[src/rtl/u8d_pkg.sv]
package u8d_pkg;

  // byte classes
  localparam logic [7:0] CONT_MASK  = 8'hC0;
  localparam logic [7:0] CONT_TAG   = 8'h80;
  localparam logic [7:0] LEAD2_MASK = 8'hE0;
  localparam logic [7:0] LEAD2_TAG  = 8'hC0;
  localparam logic [7:0] LEAD3_MASK = 8'hF0;
  localparam logic [7:0] LEAD3_TAG  = 8'hE0;
  localparam logic [7:0] LEAD4_MASK = 8'hF8;
  localparam logic [7:0] LEAD4_TAG  = 8'hF0;
  localparam logic [7:0] ASCII_TOP  = 8'h80;

  // sequence lengths
  localparam logic [2:0] LEN_NONE = 3'd0;
  localparam logic [2:0] LEN_1    = 3'd1;
  localparam logic [2:0] LEN_2    = 3'd2;
  localparam logic [2:0] LEN_3    = 3'd3;
  localparam logic [2:0] LEN_4    = 3'd4;

  // scalar value limits
  localparam logic [20:0] MIN_2BYTE = 21'h80;
  localparam logic [20:0] MIN_3BYTE = 21'h800;
  localparam logic [20:0] MIN_4BYTE = 21'h10000;
  localparam logic [20:0] CP_MAX    = 21'h10FFFF;
  localparam logic [20:0] SURR_LO   = 21'hD800;
  localparam logic [20:0] SURR_HI   = 21'hDFFF;

  localparam int HELD_DEPTH = 3;
  localparam int RUN_SLOTS  = 4;

  typedef struct packed {
    logic [20:0] acc;
    logic [2:0]  exp_len;
    logic [2:0]  cnt;
  } seq_t;

  typedef struct packed {
    logic [20:0] code_point;
    logic        valid_res;
    logic [7:0]  raw_byte;
    logic [2:0]  seq_length;
  } res_t;

  typedef struct packed {
    res_t [RUN_SLOTS-1:0] slot;
    logic [2:0]           count;
  } run_t;

  function automatic res_t mk_error(input logic [7:0] b);
    res_t r;
    r.code_point = '0;
    r.valid_res  = 1'b0;
    r.raw_byte   = b;
    r.seq_length = LEN_1;
    return r;
  endfunction

  function automatic res_t mk_point(input logic [20:0] cp, input logic [2:0] len);
    res_t r;
    r.code_point = cp;
    r.valid_res  = 1'b1;
    r.raw_byte   = '0;
    r.seq_length = len;
    return r;
  endfunction

endpackage

[src/rtl/u8d_channels.sv]
interface u8d_in_if;
  logic       valid;
  logic       ready;
  logic [7:0] data_byte;
  logic       end_of_text;

  modport source (output valid, output data_byte, output end_of_text, input ready);
  modport sink   (input valid, input data_byte, input end_of_text, output ready);
endinterface

interface u8d_out_if;
  logic        valid;
  logic        ready;
  logic [20:0] code_point;
  logic        valid_res;
  logic [7:0]  raw_byte;
  logic [2:0]  seq_length;
  logic        last_of_run;

  modport source (output valid, output code_point, output valid_res, output raw_byte,
                  output seq_length, output last_of_run, input ready);
  modport sink   (input valid, input code_point, input valid_res, input raw_byte,
                  input seq_length, input last_of_run, output ready);
endinterface

[src/rtl/u8d_step.sv]
module u8d_step
  import u8d_pkg::*;
(
  input  seq_t                        cur,
  input  logic [HELD_DEPTH-1:0][7:0]  held,
  input  logic [7:0]                  data_byte,
  input  logic                        end_of_text,
  output seq_t                        nxt,
  output logic [HELD_DEPTH-1:0][7:0]  held_next,
  output run_t                        run
);

  logic [2:0]  k;
  logic        taken;
  logic [20:0] acc_n;
  logic [2:0]  cnt_n;
  logic        bad;

  always_comb begin
    nxt       = cur;
    held_next = held;
    run       = '0;
    k         = '0;
    taken     = 1'b0;
    acc_n     = {cur.acc[14:0], data_byte[5:0]};
    cnt_n     = cur.cnt + 3'd1;
    bad       = (cur.exp_len == LEN_2 && acc_n < MIN_2BYTE) ||
                (cur.exp_len == LEN_3 && acc_n < MIN_3BYTE) ||
                (cur.exp_len == LEN_4 && acc_n < MIN_4BYTE) ||
                (acc_n > CP_MAX) ||
                (acc_n >= SURR_LO && acc_n <= SURR_HI);

    // pending sequence: continue it or break it
    if (cur.exp_len != LEN_NONE) begin
      if ((data_byte & CONT_MASK) == CONT_TAG) begin
        taken = 1'b1;
        if (cnt_n >= cur.exp_len) begin
          if (bad) begin
            for (int i = 0; i < HELD_DEPTH; i++) begin
              if (3'(i) < cur.cnt) begin
                run.slot[k[1:0]] = mk_error(held[i]);
                k = k + 3'd1;
              end
            end
            run.slot[k[1:0]] = mk_error(data_byte);
            k = k + 3'd1;
          end else begin
            run.slot[k[1:0]] = mk_point(acc_n, cur.exp_len);
            k = k + 3'd1;
          end
          nxt = '0;
        end else begin
          nxt.acc = acc_n;
          nxt.cnt = cnt_n;
          held_next[cur.cnt[1:0]] = data_byte;
        end
      end else begin
        for (int i = 0; i < HELD_DEPTH; i++) begin
          if (3'(i) < cur.cnt) begin
            run.slot[k[1:0]] = mk_error(held[i]);
            k = k + 3'd1;
          end
        end
        nxt = '0;
      end
    end

    // byte not absorbed: decode it as a lead
    if (!taken) begin
      if (data_byte < ASCII_TOP) begin
        run.slot[k[1:0]] = mk_point({13'd0, data_byte}, LEN_1);
        k = k + 3'd1;
      end else if ((data_byte & LEAD2_MASK) == LEAD2_TAG) begin
        nxt.exp_len = LEN_2;
        nxt.acc     = {16'd0, data_byte[4:0]};
      end else if ((data_byte & LEAD3_MASK) == LEAD3_TAG) begin
        nxt.exp_len = LEN_3;
        nxt.acc     = {17'd0, data_byte[3:0]};
      end else if ((data_byte & LEAD4_MASK) == LEAD4_TAG) begin
        nxt.exp_len = LEN_4;
        nxt.acc     = {18'd0, data_byte[2:0]};
      end else begin
        run.slot[k[1:0]] = mk_error(data_byte);
        k = k + 3'd1;
      end
      if (nxt.exp_len != LEN_NONE) begin
        nxt.cnt      = 3'd1;
        held_next[0] = data_byte;
      end
    end

    // end of text flushes whatever is still pending
    if (end_of_text && nxt.exp_len != LEN_NONE) begin
      for (int i = 0; i < HELD_DEPTH; i++) begin
        if (3'(i) < nxt.cnt) begin
          run.slot[k[1:0]] = mk_error(held_next[i]);
          k = k + 3'd1;
        end
      end
      nxt = '0;
    end

    run.count = k;
  end

endmodule

[src/rtl/utf8_stream_decoder.sv]
// channel   dir  beat payload
// text      in   data_byte[7:0], end_of_text
// points    out  code_point[20:0], valid_res, raw_byte[7:0], seq_length[2:0], last_of_run
//
// one byte per cycle when each byte yields at most one result and points is ready;
// a byte that yields n results holds the input while the result run drains
// a text beat reaches points through the input reg and then the run reg
// rst is synchronous: clears the pending sequence, input reg and run reg
// text stalls only while the run reg holds results other than the last one
// being taken; points stalls never lose decoder state
module utf8_stream_decoder
  import u8d_pkg::*;
(
  input logic      clk,
  input logic      rst,
  u8d_in_if.sink   text,
  u8d_out_if.source points
);

  // input register
  logic       in_full;
  logic [7:0] in_byte;
  logic       in_eot;

  // decoder state
  seq_t                       seq;
  logic [HELD_DEPTH-1:0][7:0] held;

  // result run register, drained one beat at a time
  run_t       run;
  logic       run_valid;
  logic [1:0] ptr;

  // step outputs
  seq_t                       seq_next;
  logic [HELD_DEPTH-1:0][7:0] held_next;
  run_t                       run_next;

  logic last_slot;
  logic drain_done;
  logic advance;

  u8d_step u_step (
    .cur         (seq),
    .held        (held),
    .data_byte   (in_byte),
    .end_of_text (in_eot),
    .nxt         (seq_next),
    .held_next   (held_next),
    .run         (run_next)
  );

  // run reg frees when its final result is taken
  assign last_slot  = ({1'b0, ptr} + 3'd1) == run.count;
  assign drain_done = run_valid && points.ready && last_slot;
  assign advance    = in_full && (!run_valid || drain_done);
  assign text.ready = !in_full || advance;

  always_ff @(posedge clk) begin
    if (rst) begin
      in_full     <= 1'b0;
      run_valid   <= 1'b0;
      ptr         <= '0;
      seq         <= '0;
    end else begin
      // input register: load on accept, empty when its byte moves on
      if (text.valid && text.ready) begin
        in_full <= 1'b1;
        in_byte <= text.data_byte;
        in_eot  <= text.end_of_text;
      end else if (advance) begin
        in_full <= 1'b0;
      end

      // step the decoder and capture its results
      if (advance) begin
        seq  <= seq_next;
        held <= held_next;
        if (run_next.count != 3'd0) begin
          run       <= run_next;
          run_valid <= 1'b1;
          ptr       <= '0;
        end else if (drain_done) begin
          run_valid <= 1'b0;
        end
      end else if (run_valid && points.ready) begin
        if (last_slot) begin
          run_valid <= 1'b0;
        end else begin
          ptr <= ptr + 2'd1;
        end
      end
    end
  end

  assign points.valid       = run_valid;
  assign points.code_point  = run.slot[ptr].code_point;
  assign points.valid_res   = run.slot[ptr].valid_res;
  assign points.raw_byte    = run.slot[ptr].raw_byte;
  assign points.seq_length  = run.slot[ptr].seq_length;
  assign points.last_of_run = last_slot;

  // read pointer stays inside the run being drained
  a_ptr_in_run: assert property (@(posedge clk) disable iff (rst)
    run_valid |-> ({1'b0, ptr} < run.count))
    else $error("run pointer past end of run");

  // a pending sequence always has between one and length-1 bytes held
  a_seq_count: assert property (@(posedge clk) disable iff (rst)
    (seq.exp_len != LEN_NONE) |-> (seq.cnt != 3'd0 && seq.cnt < seq.exp_len))
    else $error("pending sequence count out of range");

  // end of text leaves nothing pending
  a_eot_flush: assert property (@(posedge clk) disable iff (rst)
    (advance && in_eot) |=> (seq.exp_len == LEN_NONE))
    else $error("sequence still pending after end of text");

  // an error beat carries one byte and no code point
  a_error_beat: assert property (@(posedge clk) disable iff (rst)
    (points.valid && !points.valid_res) |->
      (points.code_point == '0 && points.seq_length == LEN_1))
    else $error("malformed error beat");

  // reset empties the result side
  a_reset_idle: assert property (@(posedge clk) rst |=> !points.valid)
    else $error("results offered after reset");

endmodule
[src/flat_wrapper.sv]
// flat-port wrapper written by rule: the top's interface ports become plain ports
module utf8_stream_decoder_flat import u8d_pkg::*;
  (clk, rst, text_valid, text_data_byte, text_end_of_text, text_ready, points_valid, points_code_point, points_valid_res, points_raw_byte, points_seq_length, points_last_of_run, points_ready);
  u8d_in_if text_i ();
  u8d_out_if points_i ();
  input logic clk;
  input logic rst;
  input wire logic [$bits(text_i.valid)-1:0] text_valid;
  input wire logic [$bits(text_i.data_byte)-1:0] text_data_byte;
  input wire logic [$bits(text_i.end_of_text)-1:0] text_end_of_text;
  output wire logic [$bits(text_i.ready)-1:0] text_ready;
  output wire logic [$bits(points_i.valid)-1:0] points_valid;
  output wire logic [$bits(points_i.code_point)-1:0] points_code_point;
  output wire logic [$bits(points_i.valid_res)-1:0] points_valid_res;
  output wire logic [$bits(points_i.raw_byte)-1:0] points_raw_byte;
  output wire logic [$bits(points_i.seq_length)-1:0] points_seq_length;
  output wire logic [$bits(points_i.last_of_run)-1:0] points_last_of_run;
  input wire logic [$bits(points_i.ready)-1:0] points_ready;
  assign text_i.valid = text_valid;
  assign text_i.data_byte = text_data_byte;
  assign text_i.end_of_text = text_end_of_text;
  assign text_ready = text_i.ready;
  assign points_valid = points_i.valid;
  assign points_code_point = points_i.code_point;
  assign points_valid_res = points_i.valid_res;
  assign points_raw_byte = points_i.raw_byte;
  assign points_seq_length = points_i.seq_length;
  assign points_last_of_run = points_i.last_of_run;
  assign points_i.ready = points_ready;
  utf8_stream_decoder u_core (.clk(clk), .rst(rst), .text(text_i), .points(points_i));
endmodule
[config.mk]
export PLATFORM = sky130hd
export DESIGN_NAME = utf8_stream_decoder_flat
export DESIGN_NICKNAME = d
export VERILOG_FILES = /design/src/rtl/u8d_pkg.sv /design/src/rtl/u8d_channels.sv /design/src/rtl/u8d_step.sv /design/src/rtl/utf8_stream_decoder.sv /design/src/flat_wrapper.sv
export SDC_FILE = /design/constraint.sdc
export NUM_CORES = 1
export LEC_CHECK = 0
export BUFFER_PORTS_ARGS = -buffer_cell sky130_fd_sc_hd__buf_2
export CORE_AREA = 3 3 201 203
export DETAILED_ROUTE_END_ITERATION = 10
export DIE_AREA = 0 0 204 206
export GPL_TIMING_DRIVEN = 0
export SLEW_MARGIN = 20
export SYNTH_ARGS = -nofsm -noshare
export SYNTH_HDL_FRONTEND = slang
export SYNTH_HIERARCHICAL = 1
export SYNTH_SLANG_ARGS = --single-unit
[constraint.sdc]
create_clock -name clk -period 13.4 [get_ports clk]
set_clock_uncertainty 0.1 [all_clocks]
set_input_delay 1.34 -clock clk [delete_from_list [all_inputs] [get_ports clk]]
set_output_delay 1.34 -clock clk [all_outputs]
set_load 0.02 [all_outputs]
Word-level counts from Yosys, hierarchy flattened
Index checks and enable logic that the tools add are counted.
- register bits: 199
- bits of input ports: 13
- $add $sub $neg: 12
- multiplexer cells: 137
- bitwise gates (word level): 1
- equal/unequal tests: 11
- reduce and logical (&&, ||, !) cells: 39
- magnitude comparators: 35
- operators with widths (kind ; count):
    $mux 132 ; 28
    $bwmux 132 ; 10
    $demux 33 s2 ; 9
    $mux 33 ; 17
    $mux 24 ; 8
    $mux 3 ; 38
    $mux 27 ; 4
    $mux 99 ; 1
    $bmux 33 s2 ; 1
    $lt 2x3->1 const B ; 11
    $add 3x1->3 const B ; 10
    $bwmux 24 ; 1
    $mux 8 ; 3
    $ge 21x16->1 const B ; 1
    $gt 21x21->1 const B ; 1
    $le 21x16->1 const B ; 1
    $lt 21x12->1 const B ; 1
    $lt 21x17->1 const B ; 1
    $lt 21x8->1 const B ; 1
    $mux 21 ; 1
    $ge 2x1->1 const B ; 10
    $logic_and 1x1->1 ; 19
    $demux 8 s2 ; 1
    $lt 1x3->1 const A ; 4
    23 further kinds ; 53

Logic depth before layout (Yosys ltp)
- depth in word-level cells: 46
- mapped depth: 29

Modules after synthesis
The synthesis kept the hierarchy.
- modules (own cells, without submodules) (module ; area an instance (µm²) ; sequential area each (µm²) ; cells an instance ; times used):
    utf8_stream_decoder ; 7165.6 ; 5665.4 ; 358 ; 1
    u8d_step ; 4453.0 ; 0.0 ; 680 ; 1

Worst setup path before layout
OpenSTA, ideal clock, no wires.
- path kind: flip-flop to flip-flop
- start point: reg u_core/seq[0] in the netlist's numbering
- end point: reg u_core/run[0] in the netlist's numbering, enable pin
- arrival: 10.276 ns
- library setup time: 0.604 ns
- path buffers: 2
- path slack: 2.420 ns
- stages on the path, launching flop included: 28
- clock period less this slack: 10.980 ns
- cell sequence: dfxtp_1 > clkbuf_1 > inv_1 > ha_1 > ha_1 > nand2_1 > o21a_1 > nor2_1 > a21oi_1 > a211oi_2 > inv_1 > ha_1 > nor2_1 > nor2_1 > a31oi_1 > o21bai_1 > inv_1 > ha_1 > mux2i_1 > ha_1 > o21a_1 > ha_1 > and3_1 > buf_2 > xnor2_1 > o221ai_1 > nor3_1 > nor3_2
- RTL lines (what ; line ; source):
    start: declaration ; utf8_stream_decoder.sv:26 ; seq_t seq;
    start signal: assignment ; utf8_stream_decoder.sv:77 ; seq <= seq_next;
    end signal: assignment ; utf8_stream_decoder.sv:80 ; run <= run_next;
    end: declaration ; utf8_stream_decoder.sv:30 ; run_t run;

==> results.json <==
{
  "drc": 0,
  "holdPathEnd": "u_core/seq[2]",
  "end_kind": "flop",
  "syn_area_mm2": 0.0113,
  "antenna_found_initial": 0,
  "cts_buffers": 17,
  "routed_wl_um": 35900,
  "grt_pass1_wl_um": 54400,
  "setup_viol_count_final": 0,
  "grt_use_met1_pct": 23.3,
  "cts_hold_buf": 0,
  "initial_core_util_pct": 29.3,
  "outcome": "finished clean",
  "hold_path.class": "reg2reg",
  "place_ws_ns": 4.82,
  "core_area_mm2": 0.0386,
  "num_antenna_cells": 0,
  "leakage_nw": 4.85,
  "fillCellCount": 3848,
  "path_common_cell": "ha_1",
  "fin_nets": 1164,
  "ff2ff_path_depth": 32,
  "drt_iter0_markers": 894,
  "finalHoldViolCount": 0,
  "routedWlPerCell_um": 21.7,
  "post_cts_buffers": 0,
  "final_cell_mix": "168 x edfxtp_1, 88 x nand2_1, 64 x buf_2, 63 x nor2_1, 52 x buf_4",
  "crit_path_start_kind": "flop",
  "cts-resized-gates": 0,
  "cts_root_buffer": "clkbuf_16",
  "layout-drive-gt1-share_pct": 20.4,
  "postSynthAreaPerCell_um2": 11.3,
  "die_w_um": 204,
  "layout_setup_ws_ns": 4.66,
  "netlist_instances": 1002,
  "final_core_utilization_pct": 34.0,
  "clockBufferDepth": 2,
  "min_period_ns": 8.74,
  "fin_crit_sh_pct": 65.2,
  "rows": 72,
  "dr.pass1.iters": 5,
  "max_freq_ghz": 0.114,
  "cap_violations": 0,
  "grt_setup_unrepaired": "no",
  "syn2layout_area_growth_pct": 16.0,
  "cp_slowest_stage_delay_ns": 0.64,
  "hold_start": "u_core/seq[2]",
  "cts.sinks": 193,
  "clock_latency_ns": 0.45,
  "die_area_mm2": 0.0420,
  "port_buffers": 48,
  "dpl.hpwl_um": 26400,
  "track_usage_pct": 17.3,
  "cp.required_ns": 13.45,
  "grt.busiest_layer": "met2",
  "reg2reg_from": "u_core/seq[0]",
  "yosysWarnings": 6,
  "holdWs_ns": 0.363,
  "grt_max_degree": 19,
  "gp_congestion": 0.968,
  "vias_per_cell": 5.30,
  "critical_path.slowest_cell": "a21oi_1",
  "grt_pass1_vias": 8655,
  "num_vias": 8775,
  "htreeDepth": 4,
  "r2r-end": "u_core/run[107]",
  "ff2ff_setup_slack_ns": 4.66,
  "hold_depth": 2,
  "ant_nets": 0,
  "slew_viol_final": 0,
  "crit_type": "reg2reg",
  "clk_pin_slew_ns": 0.08,
  "powerDensity_mw_per_mm2": 98.8,
  "cts_tree": "done",
  "die_h_um": 206,
  "layout_commonest_cell": "edfxtp_1",
  "grt_use_met2_pct": 27.9,
  "overflow": 0,
  "io_pins": 49,
  "worstPathArrival_ns": 8.79,
  "slew_headroom_pct": 25.0,
  "worstMarginPinSlew_ns": 1.12,
  "cp_max_fo": 17,
  "ir_worst_vdd_uv": 84.4,
  "grtUsageMet3_pct": 3.83
}
-- critical path, delay by kind of cell, from the launching register on --
kind	cells	cell delay [ns]
compound gates	8	2.56
xor+xnor	1	0.21
fa+ha+maj	6	1.68
buf+inv	10	2.12
flops	1	0.43
mux	1	0.21
simple gates	6	1.09
-- sequential cells by signal (all words and copies together) (netlist names) --
signal	count
u_core/run	135
u_core/held	24
u_core/seq	21
u_core/in_byte	8
u_core/ptr	2
u_core/in_eot	1
u_core/in_full	1
u_core/points.valid	1
-- worst max-delay path by stage --
stage / from / endpoint / slack (ns) / cells after the start
finish: u_core/seq[0] / u_core/run[107] / 4.66 / 32
detailed placement: u_core/seq[0] / u_core/run[75] / 4.82 / 32
floorplan: u_core/seq[0] / u_core/run[0] / 2.42 / 27
global placement: u_core/seq[0] / u_core/run[75] / -1.10 / 27
global route: u_core/seq[0] / u_core/run[107] / 4.22 / 32
CTS: u_core/seq[0] / u_core/run[107] / 4.76 / 32
-- per-layer routing --
metal / wire length [µm] / part of all wire, % / vias to the layer above
met2: 16700 / 46 / 365
met5: 0 / 0 / -
li1: - / - / 3967
met4: 719 / 2.0 / 0
met3: 2700 / 7.5 / 51
met1: 15800 / 44 / 4392
-- report_power, final --
group,switching (mW),internal [mW]
sequential,0.00571,0.665
combinational,0.0802,0.0487
clock,0.230,0.269
total,0.316,0.983
-- cell type report --
cell class / count / area [µm²] / share of cell area, %
clock inverter: 10 / 95.1 / 0.724
inverter: 36 / 135 / 1.03
buffer: 116 / 681 / 5.18
multi-input combinational: 704 / 5160 / 39.3
tap: 518 / 648 / 4.93
sequential: 193 / 5550 / 42.2
clock buffer: 22 / 465 / 3.54
timing repair buffer: 58 / 408 / 3.10
-- stage by stage --
stage | cell area, µm² | instances | total power [mW] | TNS, ns
global placement | 12400 | 1615 | 0.808 | -146.17
floorplan | 11500 | 1049 | 0.770 | 0
CTS | 13100 | 1657 | 1.31 | 0
detailed placement | 12600 | 1625 | 0.811 | 0
global route | 13100 | 1657 | 1.35 | 0
finish | 13100 | 1657 | 1.30 | 0
Power figures use the tool's default switching activity.
